[src/rtl/snapshot_schedule_from_timestamp_top_assert.svh]
// ----------------------------------------------------------------------------
// Snapshot schedule assertion macros
// Shared property macros for the snapshot schedule block.
// ----------------------------------------------------------------------------
`ifndef SNAPSHOT_SCHEDULE_FROM_TIMESTAMP_TOP_ASSERT_SVH
`define SNAPSHOT_SCHEDULE_FROM_TIMESTAMP_TOP_ASSERT_SVH
`ifndef ASSERT_OFF
`define SSS_ASSERT_IMPL(label, ante, cons) \
  label: assert property (@(posedge clk) disable iff (rst) (ante) |-> (cons)) \
    else $error("assertion failed");
`define SSS_ASSERT_NEXT(label, ante, cons) \
  label: assert property (@(posedge clk) disable iff (rst) (ante) |=> (cons)) \
    else $error("assertion failed");
`else
`define SSS_ASSERT_IMPL(label, ante, cons)
`define SSS_ASSERT_NEXT(label, ante, cons)
`endif
`endif

[src/rtl/sss_pkg.sv]
// ----------------------------------------------------------------------------
// Snapshot schedule package
// Register widths, reset values and register indexes.
// ----------------------------------------------------------------------------
package sss_pkg;
  localparam int PQ_W   = 48;
  localparam int CNT_W  = 16;
  localparam int TAPS_W = 21;
  localparam int OFF_W  = 36;
  localparam int CFG_W  = 64;

  localparam logic [PQ_W-1:0]   PQ_RESET   = 48'd80530636800;
  localparam logic [CNT_W-1:0]  CNT_RESET  = 16'd1;
  localparam logic [TAPS_W-1:0] TAPS_RESET = 21'd1;

  typedef enum logic [1:0] {
    REG_PERIOD = 2'd0,
    REG_COUNT  = 2'd1,
    REG_TAPS   = 2'd2
  } reg_index_t;
endpackage

[src/rtl/sss_cell.sv]
// ----------------------------------------------------------------------------
// Snapshot schedule division cell
// One restoring division step on one numerator bit, with the quotient
// folded modulo the snapshot count.
// ----------------------------------------------------------------------------
module sss_cell import sss_pkg::*; #(
  parameter int NUM_W = 80,
  parameter int BIT   = 79
) (
  input  logic             clk,
  input  logic             rst,
  input  logic             advance,
  input  logic [PQ_W-1:0]  period,
  input  logic [CNT_W-1:0] count,
  input  logic             valid_in,
  input  logic [NUM_W-1:0] num_in,
  input  logic [PQ_W-1:0]  rem_in,
  input  logic [CNT_W-1:0] idx_in,
  output logic             valid,
  output logic [NUM_W-1:0] num,
  output logic [PQ_W-1:0]  rem,
  output logic [CNT_W-1:0] idx
);
  logic [PQ_W:0]    shifted;
  logic             qbit;
  logic [CNT_W:0]   doubled;
  logic [PQ_W-1:0]  rem_next;
  logic [CNT_W-1:0] idx_next;

  always_comb begin
    shifted  = {rem_in, num_in[BIT]};
    qbit     = (shifted >= {1'b0, period});
    rem_next = qbit ? PQ_W'(shifted - {1'b0, period}) : shifted[PQ_W-1:0];
    doubled  = {idx_in, qbit};
    if (count == '0) begin
      idx_next = '0;
    end else if (doubled >= {1'b0, count}) begin
      idx_next = CNT_W'(doubled - {1'b0, count});
    end else begin
      idx_next = doubled[CNT_W-1:0];
    end
  end

  always_ff @(posedge clk) begin
    if (rst) begin
      valid <= 1'b0;
    end else if (advance) begin
      valid <= valid_in;
    end
  end

  always_ff @(posedge clk) begin
    if (advance) begin
      num <= num_in;
      rem <= rem_next;
      idx <= idx_next;
    end
  end
endmodule

[config.mk]
export PLATFORM = sky130hd
export DESIGN_NAME = sss_cell
export DESIGN_NICKNAME = d
export VERILOG_FILES = /design/src/rtl/snapshot_schedule_from_timestamp_top_assert.svh /design/src/rtl/sss_pkg.sv /design/src/rtl/sss_cell.sv
export SDC_FILE = /design/constraint.sdc
export NUM_CORES = 1
export LEC_CHECK = 0
export ABC_AREA = 1
export BUFFER_PORTS_ARGS = -buffer_cell sky130_fd_sc_hd__clkbuf_2
export CORE_AREA = 2 2 168 170
export DETAILED_ROUTE_END_ITERATION = 10
export DIE_AREA = 0 0 170 172
export PLACE_DENSITY = 0.74
export SYNTH_ARGS = -nofsm -noshare
export SYNTH_HDL_FRONTEND = slang
export SYNTH_SLANG_ARGS = --single-unit
[constraint.sdc]
create_clock -name clk -period 3.15 [get_ports clk]
set_input_delay 0 -clock clk [delete_from_list [all_inputs] [get_ports clk]]
set_output_delay 0 -clock clk [all_outputs]
set_load 0.01 [all_outputs]
# == After elaboration in Yosys (flattened, before gate mapping) ==
# Index checks and enable logic that the tools add are counted.
# classes
add_sub_neg,2
multipliers,0
div,0
magnitude_cmp,2
eq_ne,0
shift,0
mux,2
n_bitwise,0
reduce_logical,1
# op_table
operator,n
$ge 49x48->1,1
$mux 48,1
$sub 48x48->48,1
$ge 17x16->1,1
$logic_not 16->1,1
$mux 16,1
$sub 16x16->16,1
# word_totals
regBits,145
latchBits,0
mem_bits_rw,0
rom_bits,0
input_bits,212
out_inout_bits,145
word_cells,11
n_memories,0

# == Depth between registers and ports, before layout ==
# logic_depth
depth_word,3
mapped_depth,30
ltp_nobuf,27

# == Least setup slack after synthesis ==
# Ideal clock, no wire load.
# synth_timing
path_kind,input port to flip-flop
from,input port period[31]
to,"register idx[14], data pin"
setup_ps,261
arrival_ps,2688
t_required_ps,2889
slack_ps,201
cell_stages,24
path_buffers,1
cell_sequence,inv_1 ha_1 nand2_1 inv_1 nand2_1 nor2_1 nand2_1 nor2_1 nand2_1 nand3_1 nor2_4 nand2_4 inv_4 buf_6 ha_1 inv_1 fa_1 nand2_1 nand2_1 a21oi_1 or2_2 nand3b_1 nand2_1 a21oi_1
# synth_between
elab_chain_len,3
elab_cells_between_ends,4
cone_classes,1 x add/sub; 2 x order compare; 1 x mux
# synth_lines
element,line_no,text
"start, declared",sss_cell.sv:13,"input logic [PQ_W-1:0] period,"
$ge 49x48->1 *,sss_cell.sv:32,"qbit = (shifted >= {1'b0, period});"
$sub 16x16->16 or $ge 17x16->1 (tied branches),"sss_cell.sv:38, sss_cell.sv:37",
$mux 16 *,sss_cell.sv:37,"end else if (doubled >= {1'b0, count}) begin"
"end signal, assigned",sss_cell.sv:56,idx <= idx_next;
"end, declared",sss_cell.sv:22,output logic [CNT_W-1:0] idx
# Every way passes the cells marked *; elsewhere a longest branch is shown, timed or not.
# A chain may end at the register's enable or synchronous reset.

# == Final worst setup path ==
# layout_timing
from,input port rem_in[15]
to,"register idx[8], data pin"
# layout_between
elab_chain_len,3
elab_cells_between_ends,4
cone_classes,1 x add/sub; 2 x order compare; 1 x mux
# layout_lines
element,line_no,text
"start, declared",sss_cell.sv:17,"input logic [PQ_W-1:0] rem_in,"
$ge 49x48->1 *,sss_cell.sv:32,
$sub 16x16->16 or $ge 17x16->1 (tied branches),"sss_cell.sv:38, sss_cell.sv:37",
$mux 16 *,sss_cell.sv:37,
# Marked as above.

==> results_dict.tcl <==
set metrics [dict create \
    outcome "finished clean" \
    startpoint_type "input port" \
    ctsLongestPathBuffers 2 \
    path_clk_slew_ns 0.07 \
    synth_flop_cell "edfxtp_1" \
    setup_viol 0 \
    max_stage_delay_ns 0.56 \
    grt_pass1_wl_um 59600 \
    grt_usage_pct 26.9 \
    cpMaxStageDelayCell "dlygate4sd3_1" \
    port_buffers 356 \
    cts_tree "yes" \
    hold_ws_ns 0.0194 \
    viasPerCell 4.78 \
    async_flop_share_pct 0 \
    gp_congestion 0.924 \
    cts_setup_buffers 0 \
    die_w_um 170 \
    synth_area_leaders "edfxtp_1 41%, nand2_1 19%, inv_1 10%" \
    syn_area_um2 10500 \
    cellPowerDensity_nw_per_um2 430 \
    gr-total-overflow 0 \
    wl_per_cell_um 17.0 \
    hold_depth 3 \
    synth-seq-cells 145 \
    drive_gt1_share_pct 26.1 \
    grt_max_degree 82 \
    initial_utilization_pct 38.3 \
    fin_nets 2282 \
    dpl_cell_area_um2 13000 \
    grt_pass1_vias 11300 \
    yosys.area.top_type "edfxtp_1" \
    tightest_slew_ns 0.857 \
    crit_fanout 3 \
    max-slew-margin-rel_pct 42.8 \
    cp.required_ns 3.34 \
    crit_cells 24 \
    drtPass1Iterations 5 \
    critPathTopFamily "buffers and inverters" \
    final.min_clock_period_ns 2.95 \
    leakage_nw 8.21 \
    hold_class "input port to register" \
    crit_type "input port to register" \
    path_cells "dlygate4sd3_1 > clkbuf_2 > ha_4 > buf_4 > nand2_2 > inv_2 > nand2_1 > nand2_1 > inv_1 > nand2_2 > inv_1 > nand2_4 > nand3b_4 > nand2_4 > inv_4 > ha_1 > inv_2 > fa_2 > nand2_1 > nand2_2 > buf_6 > a31oi_4 > xor2_1 > a21oi_1" \
    finalHoldViolations 0 \
    ant_nets 0 \
    cts_htree_levels 4 \
    syn_to_final_growth_pct 47.2 \
    maxCapViolations 0 \
    dp_hpwl_um 30500 \
    synth_commonest_cells "543 x nand2_1, 292 x inv_1, 144 x edfxtp_1, 102 x nand3_1, 94 x nor2_1" \
    cts_buffers 17 \
    r2r_cells 3 \
    ys_seq_area_share_pct 41.2 \
    rows 61 \
    synth.most_common_cell "nand2_1" \
    clock.fmax_mhz 339 \
    synthCells 1453 \
    insertion_delay_ns 0.44 \
    wl_um 40200 \
    ir_drop_mv 0.267 \
    drt_iter0_markers 850 \
    crit_buf_inv 9 \
    clock_sinks 145 \
    ys_warn_count 0 \
    crit_arrival_ns 3.13 \
    final_max_slew_viol_count 0 \
    worst_setup_path_end_kind "register" \
    core_area_um2 27500 \
    io_pins 357 \
    vias 11300 \
    syn_nets 1731 \
    dieArea_um2 29200 \
    drcViolationCount 0 \
    yosysTopAreaCellShare_pct 41.1 \
    ys_types 40 \
    syn_area_per_cell_um2 7.25 \
    final_area_um2 15500 \
    finalPower_mw 6.67 \
    die_y_um 172 \
    antenna_found_initial 1 \
    period_share_pct 93.5 \
    synth_edf_count 144 \
    cts-root-buf "clkbuf_16" \
    skew_ns 0 \
]
==> placed cells by master, fill, tap and decap left out, drive strengths merged <==
master,instances
nand3b,6
diode,1
mux2i,1
or2,2
nor4,5
nor2,101
and2,2
xor2,27
edfxtp,144
nand3,103
dfxtp,1
xnor2,9
nand4,15
fa,2
clkinv,6
a21boi,1
clkbuf,373
clkinvlp,1
o21a,2
o21ai,23
a21oi,57
dlygate4sd3,141
nand2,548
nor3,14
a31oi,1
o21bai,5
inv,309
buf,51
a21o,3
ha,64
==> routing by layer <==
metal,GRT usage [%],share of wire (%)
met1,29.0,39
met2,50.9,52
met3,4.60,5.0
met4,13.5,4.5
met5,0,0
==> kinds of logic after synthesis <==
| kind of cell | share of synthesized area [%] |
|---|---|
| mux | 0.0950 |
| flops | 41.2 |
| compound gates | 4.68 |
| simple gates | 31.1 |
| buf+inv | 11.9 |
| xor+xnor | 2.99 |
| fa+ha+maj | 7.98 |
==> area by class of cell <==
cell class | count | area (µm²)
clock inverters | 15 | 180
well taps | 346 | 433
diodes | 1 | 2.50
flip-flops and latches | 145 | 4340
clock buffers | 17 | 425
repair buffers | 548 | 3630
inverters | 301 | 1130
multi-input cells | 991 | 5350
fillers | 2578 | 12000
==> tightest hold or removal path, stage by stage <==
cell and delay [ns]:
clkbuf_2 0.11, o21ai_0 0.09, a21oi_1 0.14
==> flip-flops by register name, indices dropped and copies added, names as in the netlist <==
register	flops
valid	1
idx	16
rem	48
num	80
==> power by group <==
part	internal [mW]	total [mW]	switching, mW
registers	2.39	2.46	0.0716
logic	0.854	2.07	1.22
clock network	1.08	2.13	1.05
total	4.32	6.67	2.35
==> final timing paths <==
path	start	to	slack, ns
min	idx_in[3]	idx[4]	0.02
max reg2reg	valid	valid	1.88
max	rem_in[15]	idx[8]	0.20
min reg2reg	valid	valid	1.19
==> repair_timing <==
action | CTS | global route
hold endpoints to repair | 141 | 0
setup endpoints to repair | 0 | 16
gates resized for setup | 0 | 78
hold buffers | 141 | 0
==> per-stage QoR <==
stage	TNS, ns	util, %	setup slack, ns	cells
after detailed placement	-0.148	47.4	-0.0739	2189
final	0	56.4	0.204	2364
after global placement	-0.129	47.4	-0.102	2189
after global routing	-0.0186	56.4	-0.0159	2364
after CTS	0	54.8	0.00298	2362
after floorplan	0	-	0.201	1453
No activity file was read; power rests on OpenSTA's default activity.
