===== src/rtl/snapshot_schedule_from_timestamp_top_assert.svh =====
// ----------------------------------------------------------------------------
// Snapshot schedule assertion macros
// Shared property macros for the snapshot schedule block.
// ----------------------------------------------------------------------------
`ifndef SNAPSHOT_SCHEDULE_FROM_TIMESTAMP_TOP_ASSERT_SVH
`define SNAPSHOT_SCHEDULE_FROM_TIMESTAMP_TOP_ASSERT_SVH
`ifndef ASSERT_OFF
`define SSS_ASSERT_IMPL(label, ante, cons) \
  label: assert property (@(posedge clk) disable iff (rst) (ante) |-> (cons)) \
    else $error("assertion failed");
`define SSS_ASSERT_NEXT(label, ante, cons) \
  label: assert property (@(posedge clk) disable iff (rst) (ante) |=> (cons)) \
    else $error("assertion failed");
`else
`define SSS_ASSERT_IMPL(label, ante, cons)
`define SSS_ASSERT_NEXT(label, ante, cons)
`endif
`endif


===== src/rtl/sss_pkg.sv =====
// ----------------------------------------------------------------------------
// Snapshot schedule package
// Register widths, reset values and register indexes.
// ----------------------------------------------------------------------------
package sss_pkg;
  localparam int PQ_W   = 48;
  localparam int CNT_W  = 16;
  localparam int TAPS_W = 21;
  localparam int OFF_W  = 36;
  localparam int CFG_W  = 64;

  localparam logic [PQ_W-1:0]   PQ_RESET   = 48'd80530636800;
  localparam logic [CNT_W-1:0]  CNT_RESET  = 16'd1;
  localparam logic [TAPS_W-1:0] TAPS_RESET = 21'd1;

  typedef enum logic [1:0] {
    REG_PERIOD = 2'd0,
    REG_COUNT  = 2'd1,
    REG_TAPS   = 2'd2
  } reg_index_t;
endpackage


===== src/rtl/sss_final.sv =====
// ----------------------------------------------------------------------------
// Snapshot schedule result stage
// Forms the next switch time and tap offset and holds the result register.
// ----------------------------------------------------------------------------
module sss_final import sss_pkg::*; #(
  parameter int NUM_W   = 80,
  parameter int FRAC_W  = 16,
  parameter int TS_W    = 64
) (
  input  logic              clk,
  input  logic              rst,
  input  logic              advance,
  input  logic [PQ_W-1:0]   period,
  input  logic [TAPS_W-1:0] taps,
  input  logic              valid_in,
  input  logic [NUM_W-1:0]  num_in,
  input  logic [PQ_W-1:0]   rem_in,
  input  logic [CNT_W-1:0]  idx_in,
  output logic              valid,
  output logic [CNT_W-1:0]  snapshot_index,
  output logic [OFF_W-1:0]  tap_offset,
  output logic [63:0]       next_switch,
  output logic              switch_saturated
);
  localparam int SUM_W = ((NUM_W > PQ_W) ? NUM_W : PQ_W) + 2;
  localparam int RES_W = SUM_W - FRAC_W;

  logic [SUM_W-1:0]        sum;
  logic [RES_W-1:0]        res;
  logic                    sat;
  logic [CNT_W+TAPS_W-1:0] prod;

  always_comb begin
    sum  = SUM_W'(num_in) - SUM_W'(rem_in) + SUM_W'(period)
           + SUM_W'((SUM_W'(1) << FRAC_W) - SUM_W'(1));
    res  = sum[SUM_W-1:FRAC_W];
    sat  = |res[RES_W-1:TS_W];
    prod = idx_in * taps;
  end

  always_ff @(posedge clk) begin
    if (rst) begin
      valid <= 1'b0;
    end else if (advance) begin
      valid <= valid_in;
    end
  end

  always_ff @(posedge clk) begin
    if (advance) begin
      if (period == '0) begin
        snapshot_index   <= '0;
        tap_offset       <= '0;
        next_switch      <= 64'({TS_W{1'b1}});
        switch_saturated <= 1'b1;
      end else begin
        snapshot_index   <= idx_in;
        tap_offset       <= prod[OFF_W-1:0];
        next_switch      <= sat ? 64'({TS_W{1'b1}}) : 64'(res[TS_W-1:0]);
        switch_saturated <= sat;
      end
    end
  end
endmodule

===== config.mk =====
export PLATFORM = sky130hd
export DESIGN_NAME = sss_final
export DESIGN_NICKNAME = d
export VERILOG_FILES = /design/src/rtl/snapshot_schedule_from_timestamp_top_assert.svh /design/src/rtl/sss_pkg.sv /design/src/rtl/sss_final.sv
export SDC_FILE = /design/constraint.sdc
export NUM_CORES = 1
export LEC_CHECK = 0
export BUFFER_PORTS_ARGS = -buffer_cell sky130_fd_sc_hd__clkbuf_2
export CAP_MARGIN = 20
export CORE_UTILIZATION = 38
export DETAILED_ROUTE_END_ITERATION = 10
export GPL_TIMING_DRIVEN = 0
export PLACE_DENSITY_LB_ADDON = 0.25
export RECOVER_POWER = 100
export SETUP_SLACK_MARGIN = 0.05
export SYNTH_ARGS = -nofsm -noshare
export SYNTH_HDL_FRONTEND = slang
export SYNTH_SLANG_ARGS = --single-unit
export TNS_END_PERCENT = 1

===== constraint.sdc =====
create_clock -name clk -period 9.9 [get_ports clk]
set_input_delay 0.495 -clock clk [delete_from_list [all_inputs] [get_ports clk]]
set_output_delay 0.495 -clock clk [all_outputs]
set_load 0.01 [all_outputs]

## Word level (Yosys, flattened, before mapping)

Index checks and enable logic that the tools add are counted.

| cells by class | value |
|---|---|
| add/sub/neg operators | 3 |
| shifts and indexed selects | 0 |
| order comparisons | 0 |
| multiplexer cells | 0 |
| divide/modulo/power cells | 0 |
| $mul | 1 |
| bitwise operators | 0 |
| reduce and logical (&&, ||, !) cells | 3 |
| equal/unequal tests | 0 |

Operator list:

| cell | number |
|---|---|
| 81-bit by 49-bit adder with 82-bit output | 1 |
| 82-bit by 16-bit adder with 82-bit output (second input constant) | 1 |
| 80-bit by 48-bit subtractor with 81-bit output | 1 |
| 48-bit zero test | 1 |
| 16-bit by 21-bit multiplier with 36-bit output | 1 |
| 3-bit OR reduction | 1 |
| 2-bit OR reduction | 1 |

| word-level totals | value |
|---|---|
| bits in read-only memories | 0 |
| bits in latches | 0 |
| output and inout bits | 118 |
| bits of input ports | 217 |
| bits in writable memories | 0 |
| memories | 0 |
| logic and storage cells | 12 |
| register bits | 118 |

## Longest topological paths before layout

Gate-level depths: netlist of run 1.

| logic depth | value |
|---|---|
| word-level depth | 4 |
| mapped depth | 31 |
| depth with buffers taken out | 29 |

## Worst setup path after synthesis of run 1

Ideal clock, no wire load.

| timing | value |
|---|---|
| path kind | input-to-reg |
| start | input idx_in[3] |
| end | register tap_offset[34] (data pin) |
| setup time | 0.266 ns |
| path buffers | 1 |
| slack | 2.446 ns |
| data arrival time | 7.188 ns |
| stages on the path | 26 |
| data required time | 9.634 ns |
| cell sequence | clkbuf_1 > nand2_1 > fa_1 > fa_1 > fa_1 > inv_1 > fa_1 > fa_1 > inv_1 > fa_1 > inv_1 > ha_1 > and3_1 > and3_1 > a311oi_1 > o21ai_0 > a21oi_1 > o21ai_0 > or4_1 > a31o_2 > a21oi_1 > nor2_1 > o41ai_1 > o21ai_0 > xnor2_1 > nor2_1 |

| on the way | value |
|---|---|
| cells in the longest elaborated chain, start to end | 1 |

RTL lines:

| element | line | source |
|---|---|---|
| from (decl) | sss_final.sv:18 | `input logic [CNT_W-1:0] idx_in,` |
| 16-bit by 21-bit multiplier with 36-bit output | sss_final.sv:38 | `prod = idx_in * taps;` |
| to (signal assigned) | sss_final.sv:58 | `tap_offset <= prod[OFF_W-1:0];` |
| to (decl) | sss_final.sv:21 | `output logic [OFF_W-1:0] tap_offset,` |

Every way passes these cells.
A chain may end at the register's enable or synchronous reset.

## Worst setup path in the final report of run 1

Same ends and word-level chain as after synthesis.

==> results.tsv, run 1 <==
stage	metric	value	unit
grt	largest net degree at the start of global routing	100	
min_path	Worst Min Path Start	rst	
clock_tree	TritonCTS clock tree	done	
floorplan	area of the core	0.0565	mm^2
yosys	top flip-flop cell by instance count after synthesis	sky130_fd_sc_hd__edfxtp_1	
sta	Worst slew margin	-269	%
yosys	flip-flop and latch count after synthesis	118	
placement	Place WS	0.381	ns
sta	fmax	111	MHz
yosys	Yosys top cell by area	sky130_fd_sc_hd__fa_1	
grt	global-route usage over all layers	24.3	%
yosys	count of flip-flops with a built-in enable after synthesis	117	
final_layout	register area	0.00353	mm^2
setup_path	WP data required	10.10	ns
placement	IO buf count	332	
clock_tree	number of buffers created by CTS	17	
yosys	yosys warns	0	
floorplan	initial cell density of the core	38.6	%
final_layout	Layout Cells excl Fill	3608	
floorplan	Die Footprint	0.0583	mm^2
outcome	outcome	finished with violations	
drt	post-route DRC violation count	0	
yosys	netlist area before placement	0.0218	mm^2
min_path	classification of the worst-slack hold path	input pin to register	
clock_tree	Resize count post-CTS	0	
final_layout	total number of nets in the final design	3563	
yosys	Async S/R FF share, synth	0	%
final_layout	fraction of layout instances using a drive strength above 1	9.87	%
setup_path	Worst Path Class, Setup	input pin to register	
drt	Detailed Routing Iterations Pass 1	5	
setup_path	sort of element at the start of the critical path	input pin	
clock_tree	H-tree depth reported by CTS	4	
grt	GR Overflow Total	0	
final_layout	synthesis-to-layout area growth	13.4	%
yosys	Synth top area share	24.3	%
power	worst ir drop on vdd	0.000394	V
setup_path	Worst R2R Start	valid$_SDFFE_PP0P_	
outcome	violations in the final reports	capacitance limit, slew limit	
sta	Max Clock Skew	0	ns
setup_path	critical path endpoint category	register	
yosys	synthesized netlist net count	3209	
setup_path	beginning of the critical path	idx_in[3]	
floorplan	I/O pin total	335	
sta	final hold violation count	0	
setup_path	highest fanout seen on the critical path	10	
flow_run	max-cap viol count	1	
placement	RePlAce Congestion	0.926	
setup_path	Worst Reg-to-Reg Cells	2	
sta	share of the cycle needed by the critical path after routing	91.4	%
drt	wire length after detailed routing	67800	um
yosys	Syn Inst Count	2481	
grt	number of antenna violations at the first check in global routing	4	
grt	vias in the first global route	19400	
power	PD cells	315	mW/mm^2
placement	DP Wirelength	57800	um
final_layout	total area of multi-input combinational cells	0.0162	mm^2
clock_tree	Clk Latency, worst-skew pair	0.47	ns
clock_tree	clock edge transition at the registers on the reported setup and hold paths	0.06	ns
yosys	Mean Syn Cell Area	8.78	um^2
clock_tree	clock tree sinks	118	
power	total power consumption of the routed design	7780	uW
drt	via density per instance	5.14	
floorplan	Die Height	241	um
clock_tree	CTS hold repair buffers	0	
min_path	Worst Hold Endpoint	valid$_SDFFE_PP0P_	
setup_path	slack of the worst reg-to-reg path	9.17	ns
final_layout	layout filler cell count	5756	
yosys	most numerous cell types in the synthesized netlist	419 x sky130_fd_sc_hd__inv_1, 304 x sky130_fd_sc_hd__nand2_1, 264 x sky130_fd_sc_hd__fa_1, 247 x sky130_fd_sc_hd__ha_1, 151 x sky130_fd_sc_hd__and2_1	
clock_tree	buffer levels on the longest clock path	2	
floorplan	Die Width	241	um
clock_tree	post-CTS repair timing setup buffer count	0	
min_path	instance count along the most critical hold path	2	
setup_path	arrival time at the worst endpoint	9.24	ns
yosys	proportion of synthesized chip area in sequential cells	16.2	%
setup_path	end of the worst register-to-register path	valid$_SDFFE_PP0P_	
drt	Post-DRT Antenna Nets	0	
sta	post-layout minimum cycle time	9.04	ns
grt	global-route wire length before repair	106000	um
sta	# setup viols final	0	
yosys	number of distinct standard cells referenced by the synthesized netlist	85	
power	standby leakage power	0.0118	uW
drt	vias after detailed routing	18500	
sta	worst setup slack after layout	0.856	ns
sta	unrepaired setup endpoints after global routing	false	
placement	number of placed instances, taps included	3572	
clock_tree	cell chosen for the clock root	sky130_fd_sc_hd__clkbuf_16	
drt	Detailed Route Iter0 Violations	912	
yosys	count leader, synth	sky130_fd_sc_hd__inv_1	
sta	max-slew violation count	100	
sta	Worst-Margin Slew	5.53	ns
drt	routed length per instance	18.8	um
sta	Total Neg Setup Slack	0	ns
yosys	synth top area cells	sky130_fd_sc_hd__fa_1 24%, sky130_fd_sc_hd__edfxtp_1 16%, sky130_fd_sc_hd__ha_1 14%	
floorplan	# rows	87	
==> sequential cells by signal, summed over array words and instances, names as in the netlist <==
name              count
valid                 1
tap_offset           36
next_switch          64
snapshot_index       16
switch_saturated      1
==> cell families (layout without fill, tap and decap cells) <==
kind of cell / after synthesis / in the layout / share of synthesized area [%]
and+or+nand+nor: 813 / 813 / 18.9
buffers and inverters: 509 / 876 / 9.08
other: 0 / 4 / 0
muxes: 5 / 5 / 0.258
AOI/OAI and AO/OA: 382 / 382 / 11.4
xor gates and xnor gates: 143 / 143 / 5.75
DFF: 118 / 118 / 16.2
adders and majority gates: 511 / 511 / 38.4
==> report_power, final <==
group	switching [uW]	internal, uW
Sequential	49.8	1000
Combinational	3570	2500
Clock	317	334
==> through the flow <==
stage                     utilization, %  cell area, um^2  hold WS (ns)
final                               43.7            24700         0.184
after global routing                43.7            24700         0.166
after CTS                           44.3            25000         0.147
after detailed placement            43.3            24500         0.537
after global placement              43.2            24400         0.478
after floorplan                        -            21800         0.528
==> final cells by class <==
cell class	instances	area share, %
Timing Repair Buffer	335	6.20
Antenna cell	4	0.0405
Clock inverter	15	0.623
Inverter	420	6.38
Sequential cell	118	14.3
Clock buffer	17	1.72
Multi-Input combinational cell	1854	65.5
Buffer	89	1.43
Tap cell	756	3.83
==> how the worst max path moves through the flow <==
stage / to / slack [ns] / depth (start not counted)
after global placement: tap_offset[34]$_SDFFCE_PP0P_ / 0.49 / 27
after CTS: tap_offset[34]$_SDFFCE_PP0P_ / 0.88 / 27
final: tap_offset[34]$_SDFFCE_PP0P_ / 0.86 / 27
after detailed placement: tap_offset[34]$_SDFFCE_PP0P_ / 0.38 / 27
after floorplan: tap_offset[34]$_SDFFCE_PP0P_ / 2.45 / 26
after global routing: tap_offset[34]$_SDFFCE_PP0P_ / 0.28 / 27
==> placed cells by master (no fill, tap or decap), drive strengths merged, types with 9 or more instances in the layout <==
cell type | Yosys | routed
a21oi | 113 | 113
a21o | 56 | 56
o21a | 19 | 19
nand4 | 24 | 24
o211ai | 9 | 9
nand2b | 18 | 18
edfxtp | 117 | 117
fa | 264 | 264
xor2 | 56 | 56
nor3 | 43 | 43
buf | 15 | 9
or3 | 19 | 19
nor2b | 37 | 37
and2 | 151 | 151
and3 | 10 | 10
nor2 | 109 | 109
a31oi | 14 | 14
a211oi | 15 | 15
clkbuf | 74 | 432
nand3 | 25 | 25
nand2 | 313 | 313
nor4 | 27 | 27
o21bai | 18 | 18
inv | 420 | 429
xnor2 | 87 | 87
o21ai | 90 | 90
ha | 247 | 247
==> metal layers <==
metal	global-route usage, %	wire length [um]
met5	0	9
met4	12.5	3580
met3	4.56	3620
met2	40.8	32000
met1	29.6	28600
==> critical path: stages <==
cell and delay, ns:
sky130_fd_sc_hd__clkbuf_1 0.24, sky130_fd_sc_hd__clkbuf_1 0.60, sky130_fd_sc_hd__nand2_1 0.19, sky130_fd_sc_hd__fa_1 0.59
sky130_fd_sc_hd__fa_1 0.43, sky130_fd_sc_hd__fa_1 0.51, sky130_fd_sc_hd__inv_1 0.05, sky130_fd_sc_hd__fa_1 0.46
sky130_fd_sc_hd__fa_1 0.54, sky130_fd_sc_hd__inv_1 0.05, sky130_fd_sc_hd__fa_1 0.53, sky130_fd_sc_hd__inv_1 0.05
sky130_fd_sc_hd__ha_1 0.37, sky130_fd_sc_hd__and3_1 0.23, sky130_fd_sc_hd__and3_1 0.18, sky130_fd_sc_hd__a311oi_1 0.79
sky130_fd_sc_hd__o21ai_0 0.33, sky130_fd_sc_hd__a21oi_1 0.44, sky130_fd_sc_hd__o21ai_0 0.29, sky130_fd_sc_hd__or4_1 0.47
sky130_fd_sc_hd__a31o_2 0.27, sky130_fd_sc_hd__a21oi_1 0.15, sky130_fd_sc_hd__nor2_1 0.11, sky130_fd_sc_hd__o41ai_1 0.43
sky130_fd_sc_hd__o21ai_0 0.20, sky130_fd_sc_hd__xnor2_1 0.16, sky130_fd_sc_hd__nor2_1 0.06
(Power assumes the default switching activity.)
==> run 2, diff against run 1 <==
--- a/config.mk
+++ b/config.mk
@@ -7,7 +7,7 @@
 export LEC_CHECK = 0
 export BUFFER_PORTS_ARGS = -buffer_cell sky130_fd_sc_hd__clkbuf_2
 export CAP_MARGIN = 20
-export CORE_UTILIZATION = 38
+export CORE_UTILIZATION = 50
 export DETAILED_ROUTE_END_ITERATION = 10
 export GPL_TIMING_DRIVEN = 0
 export PLACE_DENSITY_LB_ADDON = 0.25
==> results.tsv, run 2 (synthesis gave the netlist of run 1 again) <==
stage	metric	value	unit	change
outcome	outcome	finished with violations		
outcome	violations in the final reports	capacitance limit, slew limit		
min_path	instance count along the most critical hold path	2		unchanged
grt	vias in the first global route	19500		+0.70%
power	Comb pwr share	79.1	%	+1.0 points
floorplan	Die Height	211	um	-13%
grt	global-route wire length before repair	104000	um	-1.6%
drt	via density per instance	5.51		+7.2%
power	switching part of the total	51.0	%	+0.36 points
final_layout	leading cell type in the layout, fill and taps excluded	sky130_fd_sc_hd__inv_1		
sta	share of the cycle needed by the critical path after routing	91.4	%	about the same
sta	fmax	111	MHz	about the same
clock_tree	CTS hold repair buffers	0		unchanged
clock_tree	Clk Latency, worst-skew pair	0.45	ns	-0.02 ns
floorplan	# rows	76		-13%
clock_tree	TritonCTS clock tree	done		
drt	Detailed Route Iter0 Violations	958		+5.0%
final_layout	Final Cell Area	0.0244	mm^2	-1.1%
grt	GR Overflow Total	0		unchanged
clock_tree	post-CTS repair timing setup buffer count	0		unchanged
drt	Post-DRT Antenna Nets	0		unchanged
setup_path	Worst Reg-to-Reg Cells	2		unchanged
power	PD cells	322	mW/mm^2	+2.3%
final_layout	commonest cells after routing, fill and taps aside	419 x sky130_fd_sc_hd__inv_1, 304 x sky130_fd_sc_hd__nand2_1, 264 x sky130_fd_sc_hd__fa_1		
final_layout	synthesis-to-layout area growth	12.2	%	
sta	final hold violation count	0		unchanged
sta	Worst slew margin	-330	%	-61 points
power	standby leakage power	0.0118	uW	-0.37%
grt	met3 Usage GRT	5.84	%	+1.3 points
setup_path	sort of element at the start of the critical path	input pin		
min_path	classification of the worst-slack hold path	input pin to register		
drt	routed length per instance	19.1	um	+1.4%
sta	# setup viols final	0		unchanged
sta	Total Neg Setup Slack	0	ns	unchanged
grt	met1 track demand over resource	38.3	%	+8.7 points
sta	unrepaired setup endpoints after global routing	false		
clock_tree	clock tree sinks	118		unchanged
final_layout	utilization of the core after routing	56.9	%	+13 points
power	total internal power	3860	uW	+0.38%
placement	RePlAce Congestion	0.955		+3.1%
grt	global-route layer with the greatest usage	met2		
floorplan	Die Width	211	um	-13%
drt	vias after detailed routing	18900		+2.0%
grt	largest net degree at the start of global routing	114		+14%
setup_path	Worst Path Class, Setup	input pin to register		
clock_tree	number of buffers created by CTS	17		unchanged
flow_run	max-cap viol count	2		+1
power	Reg power frac	13.4	%	about the same
final_layout	total number of nets in the final design	3561		-0.056%
setup_path	arrival time at the worst endpoint	9.23	ns	about the same
sta	max-slew violation count	123		+23%
setup_path	critical path endpoint category	register		
clock_tree	Resize count post-CTS	0		unchanged
floorplan	Die Footprint	0.0444	mm^2	-24%
clock_tree	cell chosen for the clock root	sky130_fd_sc_hd__clkbuf_16		
final_layout	register name with the most flops	next_switch		
grt	global-route usage over all layers	30.6	%	+6.4 points
drt	post-route DRC violation count	0		unchanged
final_layout	Largest register FFs	64		unchanged
placement	IO buf count	332		unchanged
sta	post-layout minimum cycle time	9.05	ns	+0.00570 ns
clock_tree	buffer levels on the longest clock path	2		unchanged
final_layout	biggest registers after layout	next_switch: 64 flops, tap_offset: 36 flops, snapshot_index: 16 flops		
final_layout	fraction of layout instances using a drive strength above 1	9.98	%	+0.12 points
grt	global-route met2 utilization	51.3	%	+11 points
sta	Worst-Margin Slew	6.45	ns	+0.918 ns
floorplan	I/O pin total	335		unchanged
clock_tree	H-tree depth reported by CTS	4		unchanged
floorplan	initial cell density of the core	50.7	%	+12 points
floorplan	area of the core	0.0430	mm^2	-24%
setup_path	highest fanout seen on the critical path	10		unchanged
sta	Max Clock Skew	0	ns	unchanged
setup_path	WP data required	10.08	ns	-0.02 ns
grt	number of antenna violations at the first check in global routing	6		+2
placement	DP Wirelength	55100	um	-4.6%
clock_tree	clock edge transition at the registers on the reported setup and hold paths	0.06	ns	about the same
placement	standard cell area after detailed placement	0.0242	mm^2	-0.94%
drt	wire length after detailed routing	65400	um	-3.5%
power	clock network fraction of design power	7.5	%	-0.9 points
power	power dissipated by switching net loads	4010	uW	+1.8%
power	worst ir drop on vdd	0.000377	V	-4.3%
drt	Detailed Routing Iterations Pass 1	5		unchanged
[run 2: path summary, 6_finish.rpt]
check	startpoint	end	slack (ns)
worst max-delay path	taps[10]	tap_offset[34]$_SDFFCE_PP0P_	0.85
worst max register to register	valid$_SDFFE_PP0P_	valid$_SDFFE_PP0P_	9.20
worst min-delay path	rst	valid$_SDFFE_PP0P_	0.20
worst min register to register	valid$_SDFFE_PP0P_	valid$_SDFFE_PP0P_	0.50
[run 2: routing by layer]
layer  wire (um)  vias up  part of all wire, %
met5          39        -                0.060
met4        2750        6                  4.2
met3        4760      155                  7.3
met2       30900      730                   47
met1       27000     9191                   41
li1            -     8822                    -
[run 2: power by group through the flow]
| stage | clock network [uW] | registers (uW) | logic [uW] |
|---|---|---|---|
| floorplan | 0 | 1130 | 4530 |
| global placement | 0 | 1060 | 6010 |
| detailed placement | 0 | 1060 | 6170 |
| CTS | 597 | 1050 | 6240 |
| global route | 613 | 1070 | 7080 |
| finish | 590 | 1050 | 6220 |
[run 2: final cells by class]
type                       count  area, um^2
antenna                        2        5.00
buffer                        89         353
clock buffer                  17         425
clock inverter                14         106
fill                        4120       18500
inverter                     420        1580
multi-input combinational   1854       16200
sequential                   118        3530
tap                          585         732
timing repair buffer         333        1510
[run 2: metrics by stage]
stage	instances	hold slack, ns	setup WS (ns)	power (uW)
after global routing	3432	0.197	0.376	8760
after CTS	3430	0.178	1.05	7890
after detailed placement	3399	0.485	0.595	7230
after floorplan	2481	0.528	2.45	5660
after global placement	3398	0.475	0.642	7070
final	3432	0.197	0.850	7860
[run 2: critical path, stage by stage]
cell and delay, ns:
sky130_fd_sc_hd__clkbuf_2 0.21, sky130_fd_sc_hd__clkbuf_1 0.58, sky130_fd_sc_hd__nand2_1 0.19, sky130_fd_sc_hd__fa_1 0.59, sky130_fd_sc_hd__fa_1 0.43, sky130_fd_sc_hd__fa_1 0.51, sky130_fd_sc_hd__inv_1 0.05, sky130_fd_sc_hd__fa_1 0.46
sky130_fd_sc_hd__fa_1 0.55, sky130_fd_sc_hd__inv_1 0.05, sky130_fd_sc_hd__fa_1 0.52, sky130_fd_sc_hd__inv_1 0.05, sky130_fd_sc_hd__ha_1 0.36, sky130_fd_sc_hd__and3_1 0.22, sky130_fd_sc_hd__and3_1 0.19, sky130_fd_sc_hd__a311oi_1 0.67
sky130_fd_sc_hd__o21ai_0 0.40, sky130_fd_sc_hd__a21oi_1 0.53, sky130_fd_sc_hd__o21ai_0 0.30, sky130_fd_sc_hd__or4_1 0.47, sky130_fd_sc_hd__a31o_2 0.27, sky130_fd_sc_hd__a21oi_1 0.15, sky130_fd_sc_hd__nor2_1 0.08, sky130_fd_sc_hd__o41ai_1 0.42
sky130_fd_sc_hd__o21ai_0 0.20, sky130_fd_sc_hd__xnor2_1 0.20, sky130_fd_sc_hd__nor2_1 0.06
==> run 3, diff against run 2 <==
--- a/config.mk
+++ b/config.mk
@@ -8,6 +8,7 @@
 export BUFFER_PORTS_ARGS = -buffer_cell sky130_fd_sc_hd__clkbuf_2
 export CAP_MARGIN = 20
 export CORE_UTILIZATION = 50
+export CTS_BUF_LIST = sky130_fd_sc_hd__clkbuf_8
 export DETAILED_ROUTE_END_ITERATION = 10
 export GPL_TIMING_DRIVEN = 0
 export PLACE_DENSITY_LB_ADDON = 0.25
==> results.tsv, run 3 (synthesis gave the netlist of run 1 again) <==
stage	metric	value	unit	change
outcome	outcome	finished with violations		
outcome	violations in the final reports	capacitance limit, slew limit		
setup_path	termination of the worst setup path	tap_offset[34]$_SDFFCE_PP0P_		
placement	IO buf count	332		unchanged
floorplan	Die Width	211	um	unchanged
flow_run	max-cap viol count	2		unchanged
setup_path	slack of the worst reg-to-reg path	9.19	ns	about the same
grt	largest net degree at the start of global routing	114		unchanged
setup_path	critical path endpoint category	register		
final_layout	Layout Cells excl Fill	3432		unchanged
min_path	classification of the worst-slack hold path	input pin to register		
final_layout	register area	0.00353	mm^2	unchanged
floorplan	area of the core	0.0430	mm^2	unchanged
clock_tree	CTS hold repair buffers	0		unchanged
clock_tree	cell chosen for the clock root	sky130_fd_sc_hd__clkbuf_8		
power	standby leakage power	0.0117	uW	-0.74%
setup_path	end of the worst register-to-register path	valid$_SDFFE_PP0P_		
sta	share of the cycle needed by the critical path after routing	90.6	%	-0.78 points
sta	fmax	111	MHz	+0.86%
final_layout	total area of multi-input combinational cells	0.0162	mm^2	unchanged
clock_tree	post-CTS repair timing setup buffer count	0		unchanged
clock_tree	H-tree depth reported by CTS	4		unchanged
setup_path	highest fanout seen on the critical path	10		unchanged
floorplan	initial cell density of the core	50.7	%	unchanged
final_layout	fraction of layout instances using a drive strength above 1	9.98	%	unchanged
clock_tree	Clk Latency, worst-skew pair	0.49	ns	+0.04 ns
final_layout	leading cell type in the layout, fill and taps excluded	sky130_fd_sc_hd__inv_1		
power	worst ir drop on vdd	0.000376	V	-0.44%
final_layout	layout filler cell count	4141		+0.51%
power	switching part of the total	51.8	%	+0.88 points
grt	vias in the first global route	19500		-0.38%
final_layout	utilization of the core after routing	56.4	%	-0.45 points
sta	Worst-Margin Slew	6.48	ns	+0.0359 ns
drt	via density per instance	5.51		about the same
clock_tree	number of buffers created by CTS	17		unchanged
final_layout	register name with the most flops	next_switch		
sta	Max Clock Skew	0	ns	unchanged
final_layout	biggest registers after layout	next_switch: 64 flops, tap_offset: 36 flops, snapshot_index: 16 flops		
clock_tree	Resize count post-CTS	0		unchanged
final_layout	synthesis-to-layout area growth	11.3	%	
drt	routed length per instance	19.0	um	-0.12%
power	power dissipated by switching net loads	3990	uW	-0.33%
setup_path	Worst R2R Start	valid$_SDFFE_PP0P_		
clock_tree	clock tree sinks	118		unchanged
floorplan	Die Height	211	um	unchanged
placement	RePlAce Congestion	0.955		unchanged
setup_path	arrival time at the worst endpoint	9.21	ns	-0.02 ns
final_layout	Largest register FFs	64		unchanged
grt	global-route usage over all layers	30.6	%	-0.089 points
power	Comb pwr share	80.9	%	+1.8 points
sta	Total Neg Setup Slack	0	ns	unchanged
placement	DP Wirelength	55100	um	unchanged
sta	max-slew violation count	123		unchanged
drt	wire length after detailed routing	65400	um	-0.12%
floorplan	# rows	76		unchanged
setup_path	Worst Reg-to-Reg Cells	2		unchanged
sta	# setup viols final	0		unchanged
setup_path	sort of element at the start of the critical path	input pin		
drt	vias after detailed routing	18900		+0.085%
power	Reg power frac	13.6	%	+0.2 points
drt	post-route DRC violation count	0		unchanged
floorplan	Die Footprint	0.0444	mm^2	unchanged
power	clock network fraction of design power	5.5	%	-2.0 points
drt	Detailed Route Iter0 Violations	1087		+13%
grt	GR Overflow Total	0		unchanged
grt	global-route wire length before repair	104000	um	-0.27%
sta	final hold violation count	0		unchanged
drt	Detailed Routing Iterations Pass 1	5		unchanged
clock_tree	buffer levels on the longest clock path	2		unchanged
final_layout	total number of nets in the final design	3561		unchanged
min_path	Worst Min Path Start	rst		
grt	number of antenna violations at the first check in global routing	6		unchanged
power	total internal power	3710	uW	-3.8%
power	PD cells	318	mW/mm^2	-1.2%
sta	post-layout minimum cycle time	8.97	ns	-0.0774 ns
setup_path	WP data required	10.13	ns	+0.05 ns
drt	Post-DRT Antenna Nets	0		unchanged
sta	unrepaired setup endpoints after global routing	false		
floorplan	I/O pin total	335		unchanged
setup_path	Worst Path Class, Setup	input pin to register		
clock_tree	clock edge transition at the registers on the reported setup and hold paths	0.08	ns	+0.02 ns
setup_path	beginning of the critical path	taps[10]		
final_layout	commonest cells after routing, fill and taps aside	419 x sky130_fd_sc_hd__inv_1, 304 x sky130_fd_sc_hd__nand2_1, 264 x sky130_fd_sc_hd__fa_1		
placement	number of placed instances, taps included	3399		unchanged
sta	Worst slew margin	-332	%	-2.4 points
clock_tree	TritonCTS clock tree	done		
[run 3: cell counts in the layout (fill, tap and decap cells not counted)]
Identical to the previous run, type by type.
[run 3: layout make-up]
cell class,instances,area share [%]
Buffer,89,1.46
Inverter,420,6.50
Clock buffer,17,0.965
Multi-Input combinational cell,1854,66.8
Tap cell,585,3.02
Sequential cell,118,14.6
Clock inverter,14,0.439
Timing Repair Buffer,333,6.24
Antenna cell,2,0.0206
[run 3: metrics by stage]
step	power, uW	setup slack, ns	area [um^2]	hold WS, ns
CTS	7720	1.11	24600	0.119
detailed placement	7230	0.595	24200	0.485
floorplan	5660	2.45	21800	0.528
global placement	7070	0.642	24200	0.475
finish	7710	0.928	24200	0.146
global route	8590	0.442	24200	0.141
[run 3: metal layers]
layer / part of all wire, % / GRT usage, % / vias up
met5: 0.060 / 0 / -
met4: 4.2 / 14.2 / 6
met3: 7.4 / 5.74 / 163
met2: 47 / 51.0 / 694
met1: 41 / 38.3 / 9234
li1: - / - / 8823
[run 3: power by group through the flow]
stage | Combinational [uW] | Clock (uW) | Sequential (uW)
after global placement | 6010 | 0 | 1060
after detailed placement | 6170 | 0 | 1060
after floorplan | 4530 | 0 | 1130
after CTS | 6240 | 429 | 1050
after global routing | 7080 | 445 | 1070
final | 6230 | 422 | 1050
[run 3: worst min-delay path by stage]
stage	endpoint	slack, ns	cells after the start
after floorplan	valid$_SDFFE_PP0P_	0.53	2
after global placement	valid$_SDFFE_PP0P_	0.48	2
after detailed placement	valid$_SDFFE_PP0P_	0.49	2
after CTS	valid$_SDFFE_PP0P_	0.12	2
after global routing	valid$_SDFFE_PP0P_	0.14	2
final	valid$_SDFFE_PP0P_	0.15	2
[run 3: worst max-delay path, cell delays in order]
cell and delay [ns]:
sky130_fd_sc_hd__clkbuf_2 0.21, sky130_fd_sc_hd__clkbuf_1 0.56, sky130_fd_sc_hd__nand2_1 0.18, sky130_fd_sc_hd__fa_1 0.59, sky130_fd_sc_hd__fa_1 0.43, sky130_fd_sc_hd__fa_1 0.51, sky130_fd_sc_hd__inv_1 0.05, sky130_fd_sc_hd__fa_1 0.46
sky130_fd_sc_hd__fa_1 0.55, sky130_fd_sc_hd__inv_1 0.05, sky130_fd_sc_hd__fa_1 0.52, sky130_fd_sc_hd__inv_1 0.05, sky130_fd_sc_hd__ha_1 0.36, sky130_fd_sc_hd__and3_1 0.22, sky130_fd_sc_hd__and3_1 0.18, sky130_fd_sc_hd__a311oi_1 0.65
sky130_fd_sc_hd__o21ai_0 0.40, sky130_fd_sc_hd__a21oi_1 0.55, sky130_fd_sc_hd__o21ai_0 0.30, sky130_fd_sc_hd__or4_1 0.47, sky130_fd_sc_hd__a31o_2 0.27, sky130_fd_sc_hd__a21oi_1 0.15, sky130_fd_sc_hd__nor2_1 0.08, sky130_fd_sc_hd__o41ai_1 0.42
sky130_fd_sc_hd__o21ai_0 0.20, sky130_fd_sc_hd__xnor2_1 0.20, sky130_fd_sc_hd__nor2_1 0.06
